**config.mk**
```make
export PLATFORM = sky130hd
export DESIGN_NAME = trimmed_mean_range_filter_top_flat
export DESIGN_NICKNAME = d
export VERILOG_FILES = /design/src/rtl/tmrf_pkg.sv /design/src/rtl/tmrf_if.sv /design/src/rtl/tmrf_ctrl.sv /design/src/rtl/tmrf_dp.sv /design/src/rtl/trimmed_mean_range_filter_top.sv /design/src/flat_wrapper.sv
export SDC_FILE = /design/constraint.sdc
export NUM_CORES = 1
export LEC_CHECK = 0
export BUFFER_PORTS_ARGS = -buffer_cell sky130_fd_sc_hd__buf_2
export CAP_MARGIN = 25
export CORE_MARGIN = 2
export CORE_UTILIZATION = 66
export CTS_CLUSTER_DIAMETER = 150
export DETAILED_ROUTE_END_ITERATION = 16
export HOLD_SLACK_MARGIN = 0.1
export PLACE_DENSITY_LB_ADDON = 0.1
export SLEW_MARGIN = 20
export SYNTH_ARGS = -nofsm -noshare
export SYNTH_HDL_FRONTEND = slang
export SYNTH_SLANG_ARGS = --single-unit
```
**constraint.sdc**
```tcl
create_clock -name clk -period 13.4 [get_ports clk]
set_input_delay 0.67 -clock clk [delete_from_list [all_inputs] [get_ports clk]]
set_output_delay 0.67 -clock clk [all_outputs]
set_load 0.01 [all_outputs]
```
**src/rtl/tmrf_pkg.sv**
```systemverilog
// Package for the trimmed mean range filter: widths, register map, reset values,
// configuration and controller/datapath handshake structs. No dependencies.
package tmrf_pkg;

  localparam int MAX_WINDOW = 8;

  localparam int SAMPLE_W = 16;
  localparam int STATUS_W = 2;
  localparam int RANGE_W  = 20;
  localparam int COUNT_W  = 4;
  localparam int FRAC_W   = 4;
  localparam int WSIZE_W  = 4;
  localparam int TRIM_W   = 2;

  localparam int FILL_W   = $clog2(MAX_WINDOW + 1);
  localparam int KEY_W    = SAMPLE_W + 1;
  localparam int SUM_W    = SAMPLE_W + $clog2(MAX_WINDOW);
  localparam int DIVD_W   = ((SUM_W + FRAC_W + 1) / 2) * 2;
  localparam int DIV_STEPS = DIVD_W / 2;
  localparam int STEPS_MAX = (MAX_WINDOW > DIV_STEPS) ? MAX_WINDOW : DIV_STEPS;
  localparam int STEP_W   = (STEPS_MAX > 1) ? $clog2(STEPS_MAX) : 1;

  localparam logic [STEP_W-1:0] LAST_SORT = STEP_W'(MAX_WINDOW - 1);
  localparam logic [STEP_W-1:0] LAST_SUM  = STEP_W'(MAX_WINDOW - 1);
  localparam logic [STEP_W-1:0] LAST_DIV  = STEP_W'(DIV_STEPS - 1);

  localparam logic [STATUS_W-1:0] STATUS_OK    = 2'd0;
  localparam logic [STATUS_W-1:0] STATUS_CLOSE = 2'd1;

  localparam int PADDR_W = 4;
  localparam int PDATA_W = 32;

  localparam logic [1:0] REG_MIN_RANGE    = 2'd0;
  localparam logic [1:0] REG_CLOSE_AS_MIN = 2'd1;
  localparam logic [1:0] REG_WINDOW_SIZE  = 2'd2;
  localparam logic [1:0] REG_TRIM_COUNT   = 2'd3;

  localparam logic [SAMPLE_W-1:0] MIN_RANGE_RST    = 16'd20;
  localparam logic                CLOSE_AS_MIN_RST = 1'b1;
  localparam logic [WSIZE_W-1:0]  WINDOW_SIZE_RST  = 4'd5;
  localparam logic [TRIM_W-1:0]   TRIM_COUNT_RST   = 2'd1;

  typedef struct packed {
    logic [SAMPLE_W-1:0] near_mm;
    logic                close_as_min;
    logic [WSIZE_W-1:0]  window_size;
    logic [TRIM_W-1:0]   trim_count;
  } cfg_t;

  typedef struct packed {
    logic              update;
    logic              prep;
    logic              sort;
    logic              sum;
    logic              div_init;
    logic              div;
    logic              out_load;
    logic [STEP_W-1:0] step;
  } cmd_t;

  typedef struct packed {
    logic empty;
    logic out_free;
  } sts_t;

endpackage

```
**src/rtl/tmrf_if.sv**
```systemverilog
// Valid/ready channel interfaces for reading words and result words.
// Depends on tmrf_pkg.
interface tmrf_in_if;
  import tmrf_pkg::*;
  logic                valid;
  logic                ready;
  logic [STATUS_W-1:0] status;
  logic [SAMPLE_W-1:0] distance_mm;
  modport source (output valid, status, distance_mm, input ready);
  modport sink (input valid, status, distance_mm, output ready);
endinterface

interface tmrf_out_if;
  import tmrf_pkg::*;
  logic               valid;
  logic               ready;
  logic               range_valid;
  logic [RANGE_W-1:0] filtered_range;
  logic [COUNT_W-1:0] sample_count;
  modport source (output valid, range_valid, filtered_range, sample_count, input ready);
  modport sink (input valid, range_valid, filtered_range, sample_count, output ready);
endinterface

```
**src/rtl/tmrf_ctrl.sv**
```systemverilog
// Sequencer for the filter: accepts a word, then steps the datapath through prepare, sort,
// sum and divide passes (only prepare for an empty window), loads the result. Depends on tmrf_pkg.
module tmrf_ctrl (
  input  logic           clk,
  input  logic           rst_n,
  input  logic           in_valid,
  output logic           in_ready,
  input  tmrf_pkg::sts_t sts,
  output tmrf_pkg::cmd_t cmd
);
  import tmrf_pkg::*;

  typedef enum logic [6:0] {
    ST_IDLE = 7'b0000001,
    ST_PREP = 7'b0000010,
    ST_SORT = 7'b0000100,
    ST_SUM  = 7'b0001000,
    ST_DIVI = 7'b0010000,
    ST_DIV  = 7'b0100000,
    ST_FIN  = 7'b1000000
  } state_t;

  state_t            state_r, state_nxt;
  logic [STEP_W-1:0] step_r, step_nxt;

  always_comb begin
    state_nxt = state_r;
    step_nxt  = step_r;
    cmd       = '0;
    cmd.step  = step_r;
    in_ready  = 1'b0;
    unique case (state_r)
      ST_IDLE: begin
        in_ready = 1'b1;
        if (in_valid) begin
          cmd.update = 1'b1;
          state_nxt  = ST_PREP;
        end
      end
      ST_PREP: begin
        cmd.prep  = 1'b1;
        step_nxt  = '0;
        state_nxt = sts.empty ? ST_FIN : ST_SORT;
      end
      ST_SORT: begin
        cmd.sort = 1'b1;
        if (step_r == LAST_SORT) begin
          step_nxt  = '0;
          state_nxt = ST_SUM;
        end else begin
          step_nxt = step_r + 1'b1;
        end
      end
      ST_SUM: begin
        cmd.sum = 1'b1;
        if (step_r == LAST_SUM) begin
          step_nxt  = '0;
          state_nxt = ST_DIVI;
        end else begin
          step_nxt = step_r + 1'b1;
        end
      end
      ST_DIVI: begin
        cmd.div_init = 1'b1;
        step_nxt     = '0;
        state_nxt    = ST_DIV;
      end
      ST_DIV: begin
        cmd.div = 1'b1;
        if (step_r == LAST_DIV) begin
          step_nxt  = '0;
          state_nxt = ST_FIN;
        end else begin
          step_nxt = step_r + 1'b1;
        end
      end
      ST_FIN: begin
        if (sts.out_free) begin
          cmd.out_load = 1'b1;
          state_nxt    = ST_IDLE;
        end
      end
      default: begin
        state_nxt = ST_IDLE;
      end
    endcase
  end

  always_ff @(posedge clk) begin
    if (!rst_n) begin
      state_r <= ST_IDLE;
      step_r  <= '0;
    end else begin
      state_r <= state_nxt;
      step_r  <= step_nxt;
    end
  end

`ifndef SYNTH
  a_cmd_onehot: assert property (@(posedge clk) disable iff (!rst_n)
    $onehot0({cmd.update, cmd.prep, cmd.sort, cmd.sum, cmd.div_init, cmd.div, cmd.out_load}))
    else $error("more than one datapath command active");

  a_one_word: assert property (@(posedge clk) disable iff (!rst_n)
    (in_valid && in_ready) |=> !in_ready)
    else $error("second word taken while one is in progress");

  a_load_idle: assert property (@(posedge clk) disable iff (!rst_n)
    cmd.out_load |=> in_ready)
    else $error("not idle after result load");
`endif

endmodule

```
**src/rtl/tmrf_dp.sv**
```systemverilog
// Datapath: sample window shift line, transposition sort, trimmed sum,
// radix-4 restoring divider and result register. Depends on tmrf_pkg.
module tmrf_dp (
  input  logic                          clk,
  input  logic                          rst_n,
  input  tmrf_pkg::cfg_t                cfg,
  input  logic [tmrf_pkg::STATUS_W-1:0] in_status,
  input  logic [tmrf_pkg::SAMPLE_W-1:0] in_distance_mm,
  input  tmrf_pkg::cmd_t                cmd,
  output tmrf_pkg::sts_t                sts,
  input  logic                          out_ready,
  output logic                          out_valid,
  output logic                          out_range_valid,
  output logic [tmrf_pkg::RANGE_W-1:0]  out_filtered_range,
  output logic [tmrf_pkg::COUNT_W-1:0]  out_sample_count
);
  import tmrf_pkg::*;

  logic [SAMPLE_W-1:0] win_r [MAX_WINDOW];
  logic [SAMPLE_W-1:0] win_nxt [MAX_WINDOW];
  logic [FILL_W-1:0]   fill_r, fill_nxt;
  logic [KEY_W-1:0]    sk_r [MAX_WINDOW];
  logic [KEY_W-1:0]    sk_nxt [MAX_WINDOW];
  logic [FILL_W-1:0]   trim_r, hi_r, cnt_r;
  logic [SUM_W-1:0]    sum_r;
  logic [DIVD_W-1:0]   dv_r, dv_nxt;
  logic [FILL_W-1:0]   rem_r, rem_nxt;
  logic                out_valid_r, out_rv_r;
  logic [RANGE_W-1:0]  out_fr_r;
  logic [COUNT_W-1:0]  out_sc_r;

  logic [SAMPLE_W-1:0] sample;
  logic                keep;
  logic [FILL_W-1:0]   limit, grown;
  logic [FILL_W-1:0]   half, trim;
  logic [FILL_W-1:0]   idx;
  logic                take;

  // incoming reading and window update
  always_comb begin
    sample = '0;
    keep   = 1'b0;
    if (in_status == STATUS_OK) begin
      sample = in_distance_mm;
      keep   = 1'b1;
    end else if (in_status == STATUS_CLOSE && cfg.close_as_min) begin
      sample = cfg.near_mm;
      keep   = 1'b1;
    end
    keep = keep && (sample != '0);

    if (int'(cfg.window_size) > MAX_WINDOW) begin
      limit = FILL_W'(MAX_WINDOW);
    end else begin
      limit = FILL_W'(cfg.window_size);
    end
    grown = (fill_r >= FILL_W'(MAX_WINDOW)) ? fill_r : fill_r + 1'b1;

    win_nxt  = win_r;
    fill_nxt = fill_r;
    if (cmd.update) begin
      if (keep) begin
        win_nxt[0] = sample;
        for (int k = 1; k < MAX_WINDOW; k++) begin
          win_nxt[k] = win_r[k-1];
        end
        fill_nxt = (grown > limit) ? limit : grown;
      end else begin
        fill_nxt = '0;
      end
    end
  end

  // trim bounds
  always_comb begin
    half = (fill_r - 1'b1) >> 1;
    trim = (FILL_W'(cfg.trim_count) > half) ? half : FILL_W'(cfg.trim_count);
    idx  = FILL_W'(cmd.step);
    take = (idx >= trim_r) && (idx < hi_r);
  end

  // sort keys: empty slots carry a high flag so they sort to the top
  always_comb begin
    sk_nxt = sk_r;
    if (cmd.prep) begin
      for (int k = 0; k < MAX_WINDOW; k++) begin
        sk_nxt[k] = {(FILL_W'(k) >= fill_r), win_r[k]};
      end
    end else if (cmd.sort) begin
      for (int k = 0; k < MAX_WINDOW - 1; k++) begin
        if (k[0] == cmd.step[0] && sk_r[k] > sk_r[k+1]) begin
          sk_nxt[k]   = sk_r[k+1];
          sk_nxt[k+1] = sk_r[k];
        end
      end
    end else if (cmd.sum) begin
      for (int k = 0; k < MAX_WINDOW - 1; k++) begin
        sk_nxt[k] = sk_r[k+1];
      end
    end
  end

  // two restoring quotient bits per cycle during the divide pass
  always_comb begin
    logic [FILL_W:0] t;
    dv_nxt  = dv_r;
    rem_nxt = rem_r;
    for (int b = 0; b < 2; b++) begin
      t      = {rem_nxt, dv_nxt[DIVD_W-1]};
      dv_nxt = dv_nxt << 1;
      if (t >= {1'b0, cnt_r}) begin
        rem_nxt   = FILL_W'(t - {1'b0, cnt_r});
        dv_nxt[0] = 1'b1;
      end else begin
        rem_nxt = t[FILL_W-1:0];
      end
    end
  end

  always_ff @(posedge clk) begin
    win_r <= win_nxt;
    sk_r  <= sk_nxt;
    if (cmd.prep) begin
      trim_r <= trim;
      hi_r   <= fill_r - trim;
      cnt_r  <= fill_r - (trim << 1);
      sum_r  <= '0;
    end
    if (cmd.sum && take) begin
      sum_r <= sum_r + SUM_W'(sk_r[0][SAMPLE_W-1:0]);
    end
    if (cmd.div_init) begin
      dv_r  <= DIVD_W'(sum_r) << FRAC_W;
      rem_r <= '0;
    end else if (cmd.div) begin
      dv_r  <= dv_nxt;
      rem_r <= rem_nxt;
    end
    if (cmd.out_load) begin
      if (fill_r == '0) begin
        out_rv_r <= 1'b0;
        out_fr_r <= '0;
        out_sc_r <= '0;
      end else begin
        out_rv_r <= 1'b1;
        out_fr_r <= dv_r[RANGE_W-1:0];
        out_sc_r <= COUNT_W'(fill_r);
      end
    end
  end

  always_ff @(posedge clk) begin
    if (!rst_n) begin
      fill_r      <= '0;
      out_valid_r <= 1'b0;
    end else begin
      fill_r <= fill_nxt;
      if (cmd.out_load) begin
        out_valid_r <= 1'b1;
      end else if (out_ready) begin
        out_valid_r <= 1'b0;
      end
    end
  end

  assign sts.empty          = (fill_r == '0);
  assign sts.out_free       = !out_valid_r || out_ready;
  assign out_valid          = out_valid_r;
  assign out_range_valid    = out_rv_r;
  assign out_filtered_range = out_fr_r;
  assign out_sample_count   = out_sc_r;

`ifndef SYNTH
  a_fill_bound: assert property (@(posedge clk) disable iff (!rst_n)
    fill_r <= FILL_W'(MAX_WINDOW))
    else $error("window fill beyond capacity");

  a_divisor: assert property (@(posedge clk) disable iff (!rst_n)
    (cmd.prep && fill_r != '0) |=> (cnt_r != '0))
    else $error("zero divisor for nonempty window");

  a_valid_count: assert property (@(posedge clk) disable iff (!rst_n)
    (out_valid_r && out_rv_r) |-> (out_sc_r != '0))
    else $error("valid range with empty sample count");
`endif

endmodule

```
**src/rtl/trimmed_mean_range_filter_top.sv**
```systemverilog
// Each reading word passes from acceptance to a loaded result through eight odd-even
// sort passes, a summing pass and a divider that yields two quotient bits per cycle;
// when the window ends up empty, it goes straight from prepare to the result load.
// The next reading is accepted as soon as the result sits in the output register.
// Depends on tmrf_pkg, tmrf_if, tmrf_ctrl and tmrf_dp.
module trimmed_mean_range_filter_top (
  input  logic                         clk,
  input  logic                         rst_n,
  tmrf_in_if.sink                      in_ch,
  tmrf_out_if.source                   out_ch,
  input  logic                         psel,
  input  logic                         penable,
  input  logic                         pwrite,
  input  logic [tmrf_pkg::PADDR_W-1:0] paddr,
  input  logic [tmrf_pkg::PDATA_W-1:0] pwdata,
  output logic [tmrf_pkg::PDATA_W-1:0] prdata,
  output logic                         pready
);
  import tmrf_pkg::*;

  cfg_t       cfg_r;
  cmd_t       cmd;
  sts_t       sts;
  logic [1:0] reg_idx;
  logic       wr_en;

  assign pready  = 1'b1;
  assign reg_idx = paddr[PADDR_W-1:2];
  assign wr_en   = psel && penable && pwrite && pready;

  always_ff @(posedge clk) begin
    if (!rst_n) begin
      cfg_r.near_mm      <= MIN_RANGE_RST;
      cfg_r.close_as_min <= CLOSE_AS_MIN_RST;
      cfg_r.window_size  <= WINDOW_SIZE_RST;
      cfg_r.trim_count   <= TRIM_COUNT_RST;
    end else if (wr_en) begin
      unique case (reg_idx)
        REG_MIN_RANGE:    cfg_r.near_mm      <= pwdata[SAMPLE_W-1:0];
        REG_CLOSE_AS_MIN: cfg_r.close_as_min <= pwdata[0];
        REG_WINDOW_SIZE:  cfg_r.window_size  <= pwdata[WSIZE_W-1:0];
        REG_TRIM_COUNT:   cfg_r.trim_count   <= pwdata[TRIM_W-1:0];
        default: begin
        end
      endcase
    end
  end

  always_comb begin
    unique case (reg_idx)
      REG_MIN_RANGE:    prdata = PDATA_W'(cfg_r.near_mm);
      REG_CLOSE_AS_MIN: prdata = PDATA_W'(cfg_r.close_as_min);
      REG_WINDOW_SIZE:  prdata = PDATA_W'(cfg_r.window_size);
      REG_TRIM_COUNT:   prdata = PDATA_W'(cfg_r.trim_count);
      default:          prdata = '0;
    endcase
  end

  tmrf_ctrl u_ctrl (
    .clk      (clk),
    .rst_n    (rst_n),
    .in_valid (in_ch.valid),
    .in_ready (in_ch.ready),
    .sts      (sts),
    .cmd      (cmd)
  );

  tmrf_dp u_dp (
    .clk                (clk),
    .rst_n              (rst_n),
    .cfg                (cfg_r),
    .in_status          (in_ch.status),
    .in_distance_mm     (in_ch.distance_mm),
    .cmd                (cmd),
    .sts                (sts),
    .out_ready          (out_ch.ready),
    .out_valid          (out_ch.valid),
    .out_range_valid    (out_ch.range_valid),
    .out_filtered_range (out_ch.filtered_range),
    .out_sample_count   (out_ch.sample_count)
  );

endmodule
```
**src/flat_wrapper.sv**
```systemverilog
// flat-port wrapper written by rule: the top's interface ports become plain ports
module trimmed_mean_range_filter_top_flat import tmrf_pkg::*;
  (clk, rst_n, psel, penable, pwrite, paddr, pwdata, prdata, pready, in_ch_valid, in_ch_status, in_ch_distance_mm, in_ch_ready, out_ch_valid, out_ch_range_valid, out_ch_filtered_range, out_ch_sample_count, out_ch_ready);
  tmrf_in_if in_ch_i ();
  tmrf_out_if out_ch_i ();
  input  logic clk;
  input  logic rst_n;
  input  logic psel;
  input  logic penable;
  input  logic pwrite;
  input  logic [tmrf_pkg::PADDR_W-1:0] paddr;
  input  logic [tmrf_pkg::PDATA_W-1:0] pwdata;
  output logic [tmrf_pkg::PDATA_W-1:0] prdata;
  output logic pready;
  input wire logic [$bits(in_ch_i.valid)-1:0] in_ch_valid;
  input wire logic [$bits(in_ch_i.status)-1:0] in_ch_status;
  input wire logic [$bits(in_ch_i.distance_mm)-1:0] in_ch_distance_mm;
  output wire logic [$bits(in_ch_i.ready)-1:0] in_ch_ready;
  output wire logic [$bits(out_ch_i.valid)-1:0] out_ch_valid;
  output wire logic [$bits(out_ch_i.range_valid)-1:0] out_ch_range_valid;
  output wire logic [$bits(out_ch_i.filtered_range)-1:0] out_ch_filtered_range;
  output wire logic [$bits(out_ch_i.sample_count)-1:0] out_ch_sample_count;
  input wire logic [$bits(out_ch_i.ready)-1:0] out_ch_ready;
  assign in_ch_i.valid = in_ch_valid;
  assign in_ch_i.status = in_ch_status;
  assign in_ch_i.distance_mm = in_ch_distance_mm;
  assign in_ch_ready = in_ch_i.ready;
  assign out_ch_valid = out_ch_i.valid;
  assign out_ch_range_valid = out_ch_i.range_valid;
  assign out_ch_filtered_range = out_ch_i.filtered_range;
  assign out_ch_sample_count = out_ch_i.sample_count;
  assign out_ch_i.ready = out_ch_ready;
  trimmed_mean_range_filter_top u_core (.clk(clk), .rst_n(rst_n), .in_ch(in_ch_i), .out_ch(out_ch_i), .psel(psel), .penable(penable), .pwrite(pwrite), .paddr(paddr), .pwdata(pwdata), .prdata(prdata), .pready(pready));
endmodule
```
* After elaboration in Yosys (flattened, before gate mapping)
Cells that the tools add are included.
Widths: inputs -> output; s select.
** Word-level totals
- RAM bits :: 0
- Input bits :: 61
- Output and inout bits :: 60
- Memories kept :: 0
- Bits in latches :: 0
- Bits in read-only memories :: 0
- Flip-flop bits (word level) :: 387
** Operators by class
- Equality and inequality tests :: 25
- Shift-type cells :: 0
- $lt $le $gt $ge :: 23
- Reduce and logical (&&, ||, !) cells :: 42
- Multipliers :: 0
- Muxes and demuxes :: 54
- Bitwise operators :: 1
- Add/sub/neg operators :: 8
- Divide/modulo/power cells :: 0
** Operators by type and width (number)
- $mux 34 :: 9
- $mux 119 :: 2
- $mux 136 :: 1
- $pmux 32 s4 :: 1
- $gt 17x17->1 :: 7
- $pmux 7 s7 :: 1
- $mux 23 :: 2
- $mux 7 :: 6
- $mux 19 :: 2
- $mux 16 :: 2
- $mux 4 :: 8
- $reduce_and 2->1 :: 13
- $ne 4x3->1 const B :: 6
- $add 19x16->19 :: 1
- $mux 1 :: 17
- $mux 17 :: 1
- $ge 3x4->1 const A :: 4
- $reduce_bool 16->1 :: 1
- $logic_and 1x1->1 :: 13
- $pmux 4 s3 :: 1
- $sub 4x4->4 :: 3
- $ge 5x4->1 :: 2
- $reduce_bool 2->1 :: 5
- $add 4x1->4 const B :: 2
- 33 further kinds :: 43

* Longest topological paths before layout
- Depth after elaboration :: 13
- Gate-level depth with buffers :: 15
- Depth with buffers taken out :: 15

* By module
Synthesis repeated with hierarchy kept, for this count alone.
** Second synthesis, totals
- Cell total of the unflattened synthesis :: 1809
- Area total of the unflattened synthesis :: 20813.7 sq um
** By module, submodules not included
- tmrf_dp :: area each 18804.3 sq um, cells an instance 1585, instances 1, seq. area each 10430.0 sq um
- trimmed_mean_range_filter_top :: area each 1297.5 sq um, cells an instance 143, instances 1, seq. area each 460.4 sq um
- tmrf_ctrl :: area each 711.9 sq um, cells an instance 81, instances 1, seq. area each 220.2 sq um

* Worst setup path after synthesis
Ideal clock, no wire load.
- Kind :: reg2reg
- Start point :: reg u_core.u_ctrl.state_r[2]
- End point :: reg u_core.u_dp.win_r[0] (netlist name), enable pin
- Data arrival time :: 4.868 ns
- Path buffers :: 1
- Period minus slack after synthesis :: 5.370 ns
- Library setup time :: 0.502 ns
- Stages on the path, launching flop included :: 6
- Path slack :: 8.030 ns
- Cell sequence :: dfxtp_1 buf_2 or4_4 or4b_2 nor4b_2 and2_1
** On the way
- Cells in the longest elaborated chain, start to end :: 3
** Ends and longest elaborated chain
- start: declaration :: RTL line tmrf_ctrl.sv:23 : state_t state_r, state_nxt;
- start signal: assignment :: RTL line tmrf_ctrl.sv:94 : state_r <= state_nxt;
- $eq 7x1->1 :: RTL line tmrf_ctrl.sv:32 : unique case (state_r)
- $mux 1 :: RTL line tmrf_ctrl.sv:32
- $reduce_and 2->1 (no source line)
- end signal: assignment :: RTL line tmrf_dp.sv:121 : win_r <= win_nxt;
- end: declaration :: RTL line tmrf_dp.sv:19 : logic [SAMPLE_W-1:0] win_r [MAX_WINDOW];
No other way between the ends.
A chain may end at the register's enable or synchronous reset.

* Final worst setup path
- Start point :: reg u_core.u_dp.cnt_r[1]
- End point :: reg u_core.u_dp.rem_r[0]
** On the way
- Cells in the longest elaborated chain, start to end :: 4
- Elaborated cells on any way between the ends :: 5
** Ends and longest elaborated chain
- start: declaration :: RTL line tmrf_dp.sv:24 : logic [FILL_W-1:0] trim_r, hi_r, cnt_r;
- start signal: assignment :: RTL line tmrf_dp.sv:126 : cnt_r <= fill_r - (trim << 1);
- $sub 4x4->4 / $ge 5x4->1 (equally long branches) :: RTL line tmrf_dp.sv:112, tmrf_dp.sv:111
- $mux 4 :: RTL line tmrf_dp.sv:111 : if (t >= {1'b0, cnt_r}) begin
- $ge 5x4->1 (*) :: RTL line tmrf_dp.sv:111
- $mux 4 (*) :: RTL line tmrf_dp.sv:111
- end signal: assignment :: RTL line tmrf_dp.sv:137 : rem_r <= rem_nxt;
- end: declaration :: RTL line tmrf_dp.sv:27 : logic [FILL_W-1:0] rem_r, rem_nxt;
Every way passes the cells marked *; elsewhere a longest branch is shown, timed or not.

==> reports/metrics.csv <==
stage,metric,value,unit
synth,post-synth cell types,78,
synth,Post-synth EDFFs,338,
critical_path,CP Capture Type,flip-flop,
clock_tree,Post-CTS Setup Bufs,0,
global_routing,vias in the first global route,13900,
routing,DRT Pass-1 Iters,5,
placement,GPL Wtd Cong,0.919,
routing,Iter 0 DRT Violations,1105,
routing,final wirelength,45500,um
die,num rows,64,
job,max-capacitance violation count,0,
synth,Ys Warns,0,
clock_tree,CTS max path bufs,3,
timing,Fin. Hold Viols,0,
timing,Max Freq,244,MHz
synth,Cells after Synth,1787,
routing,Vias,14300,
critical_path,reg2reg path depth,13,
run_status,outcome,finished clean,
clock_tree,# H-tree levels,2,
die,die width,180,um
clock_tree,post-CTS sizing,0,
global_routing,initial antenna violation count,0,
clock_tree,CTS Root Cell,clkbuf_16,
timing,final setup fails,0,
synth,sequential area share after synthesis,54.5,%
clock_tree,Hold Buf Count CTS,0,
timing,final slew viol count,0,
worst_hold_path,hold path endpoint,u_core.cfg_r[11],
routing,Routed WL per cell,20.0,um
timing,Worst Tran Pin Value,1.00,ns
die,I/O pin cnt,121,
worst_hold_path,Hold Crit Start,pwdata[4],
finish,# diodes,0,
routing,DRC viols,0,
clock_tree,worst-skew pair later-pin latency,0.52,ns
critical_path,Arrival @ worst endpoint,4.51,ns
finish,fraction of layout cells with a size suffix above 1,9.97,%
synth,"Cell Area, Synth",20400,um^2
timing,Final min period,4.10,ns
die,die height,180,um
timing,Slew HR,33.1,%
clock_tree,register clock-pin slew on the reported worst setup and hold paths,0.06,ns
power_and_ir_drop,power per cell area,129,nW/um^2
synth,Post-synth top flop,edfxtp_1,
power_and_ir_drop,Pleak,0.00916,uW
placement,post-DP HPWL,32400,um
placement,pre-CTS setup slack,9.28,ns
global_routing,gr usage total,28.1,%
clock_tree,Inserted Clock Buffers,40,
critical_path,R2R setup slack,9.30,ns
timing,final setup TNS,0,ns
clock_tree,CTS tree,built,
critical_path,FF-to-FF End,u_core.u_dp.rem_r[0],
die,Core Area,30500,um^2
critical_path,CP Data Required Time,13.81,ns
finish,synthesis-to-finish area growth,10.1,%
worst_hold_path,min-delay worst type,in2reg,
critical_path,Worst Setup Start Kind,flip-flop,
global_routing,first-pass GRT wire length,72900,um
synth,"flops & latches, synth",386,
timing,final setup margin,9.30,ns
global_routing,pin count of the biggest net entering global routing,114,
clock_tree,CTS Sinks,386,
synth,Mapped Avg Cell Area,11.4,um^2
placement,port bufs,85,
routing,ANT nets after route,0,
die,Starting Density,66.8,%
power_and_ir_drop,final total power,2900,uW
timing,clock skew,0.0139,ns
routing,Vias per Instance,6.26,
timing,RSZ-0062 raised after global routing,no,
worst_hold_path,hold depth,3,
critical_path,CP Class,reg2reg,
timing,fin crit share,30.6,%
synth,ys async rst share,0,%
finish,layout net count,2087,
die,DIE AREA,32300,um^2
power_and_ir_drop,Peak VDD IR,0.000108,V
critical_path,Worst R2R Start,u_core.u_dp.cnt_r[1],
critical_path,worst-path fanout max,6,
global_routing,total grt overflow,0,
-- kinds of logic (layout without fill, tap and decap cells) --
logic type	count (synthesis)	after routing	synth area share, %
adders and majority gates	171	171	10.7
other	2	19	0.0368
AOI/OAI and AO/OA	463	463	15.6
xor gates and xnor gates	22	22	0.945
muxes	36	36	1.85
buffers and inverters	263	344	5.23
and+or+nand+nor	444	444	11.2
DFF	386	386	54.5
-- flip-flops by register name, indices dropped and copies added (netlist names), 7 cells and up --
| signal | cells |
|---|---|
| u_core.u_ctrl.state_r | 7 |
| u_core.cfg_r | 23 |
| u_core.u_dp.win_r | 128 |
| u_core.u_dp.out_filtered_range | 20 |
| u_core.u_dp.sum_r | 19 |
| u_core.u_dp.sk_r | 136 |
| u_core.u_dp.dv_r | 24 |
-- final cells by class --
| class | count | area, um^2 |
|---|---|---|
| clock inverters | 24 | 236 |
| flip-flops and latches | 386 | 11100 |
| clock buffers | 48 | 1060 |
| inverters | 168 | 636 |
| repair buffers | 104 | 599 |
| well taps | 396 | 495 |
| fillers | 2095 | 8050 |
| multi-input cells | 1155 | 8320 |
-- cells in the final DEF, fill, tap and decap left out, types with 36 or more instances in the layout --
cell and n:
inv_1 165, ha_1 166, dfxtp_1 48, nor2_1 50, buf_2 85, a22oi_1 50, o21ai_0 88, o31ai_1 36
a21o_1 39, clkbuf_16 41, edfxtp_1 338, nand3_1 51, a22o_1 56, and2_1 55, a21oi_1 84, nand2_1 146
-- routing by layer --
layer / vias up / wire length, um / track usage, %
li1: 6734 / - / -
met1: 6928 / 20000 / 39.1
met2: 531 / 20900 / 45.2
met3: 97 / 2790 / 3.83
met4: 0 / 1800 / 11.1
met5: - / 0 / 0
-- critical path, cell delays in order, from the launching register on --
cell	delay, ns
edfxtp_1	0.35
inv_1	0.18
ha_1	0.30
nor2b_1	0.14
o21a_1	0.18
a311o_1	0.31
a21boi_0	0.48
mux2_2	0.42
ha_1	0.32
a41o_1	0.24
a31o_2	0.23
a21oi_1	0.46
mux2i_1	0.16
a22o_1	0.19
-- where the power goes --
| group | switching (uW) | leakage, uW | internal, uW |
|---|---|---|---|
| combinational | 208 | 0.00507 | 131 |
| clock | 444 | 0.000640 | 660 |
| sequential | 52.4 | 0.00345 | 1400 |
| total | 704 | 0.00916 | 2190 |
-- worst max path at each step --
stage                                         from              endpoint  slack, ns  cells after the start
after global placement    u_core.u_ctrl.state_r[2]  u_core.u_dp.win_r[7]       9.33                      5
after global routing          u_core.u_dp.cnt_r[1]  u_core.u_dp.rem_r[0]       9.10                     13
after floorplan           u_core.u_ctrl.state_r[2]  u_core.u_dp.win_r[0]       8.03                      5
after detailed placement  u_core.u_ctrl.state_r[2]  u_core.u_dp.win_r[8]       9.28                      5
after CTS                 u_core.u_ctrl.state_r[2]  u_core.u_dp.win_r[5]       9.25                      5
final                         u_core.u_dp.cnt_r[1]  u_core.u_dp.rem_r[0]       9.30                     13
-- synth_stat cells, types with 4 or more instances --
library cell,count,area share [%]
edfxtp_1,338,50
ha_1,166,10
inv_1,165,3.0
nand2_1,146,2.7
o21ai_0,89,2.2
a21oi_1,84,2.1
clkbuf_1,66,1.2
a22o_1,56,2.4
and2_1,56,1.7
nor2_1,53,0.98
nand3_1,52,1.3
a22oi_1,50,1.8
dfxtp_1,48,4.7
a21o_1,39,1.4
o31ai_1,36,1.3
mux2i_1,32,1.6
nand2b_1,25,0.77
a21boi_0,21,0.77
and3_1,21,0.64
nor2b_1,21,0.64
buf_4,17,0.63
nand4_1,16,0.49
a211o_1,15,0.64
nor3_1,13,0.32
xnor2_1,13,0.56
o21a_1,9,0.33
xor2_1,9,0.39
a211oi_1,8,0.29
a31oi_1,8,0.25
a221o_1,7,0.34
and4_1,6,0.26
buf_2,6,0.15
nor4_1,6,0.18
o211ai_1,6,0.22
buf_1,5,0.092
fa_1,5,0.49
or3_1,5,0.15
nand3b_1,4,0.15
o41ai_1,4,0.17
-- per-stage QoR --
stage	util [%]	instance area, um^2	hold WS [ns]	instances
2_1_floorplan	-	20500	0.417	1804
3_5_place_dp	69.1	21100	0.429	2205
4_1_cts	73.4	22400	0.383	2277
3_3_place_gp	69.1	21100	0.426	2205
6_report	73.6	22500	0.389	2281
5_1_grt	73.6	22500	0.391	2281
(Power assumes the default switching activity.)
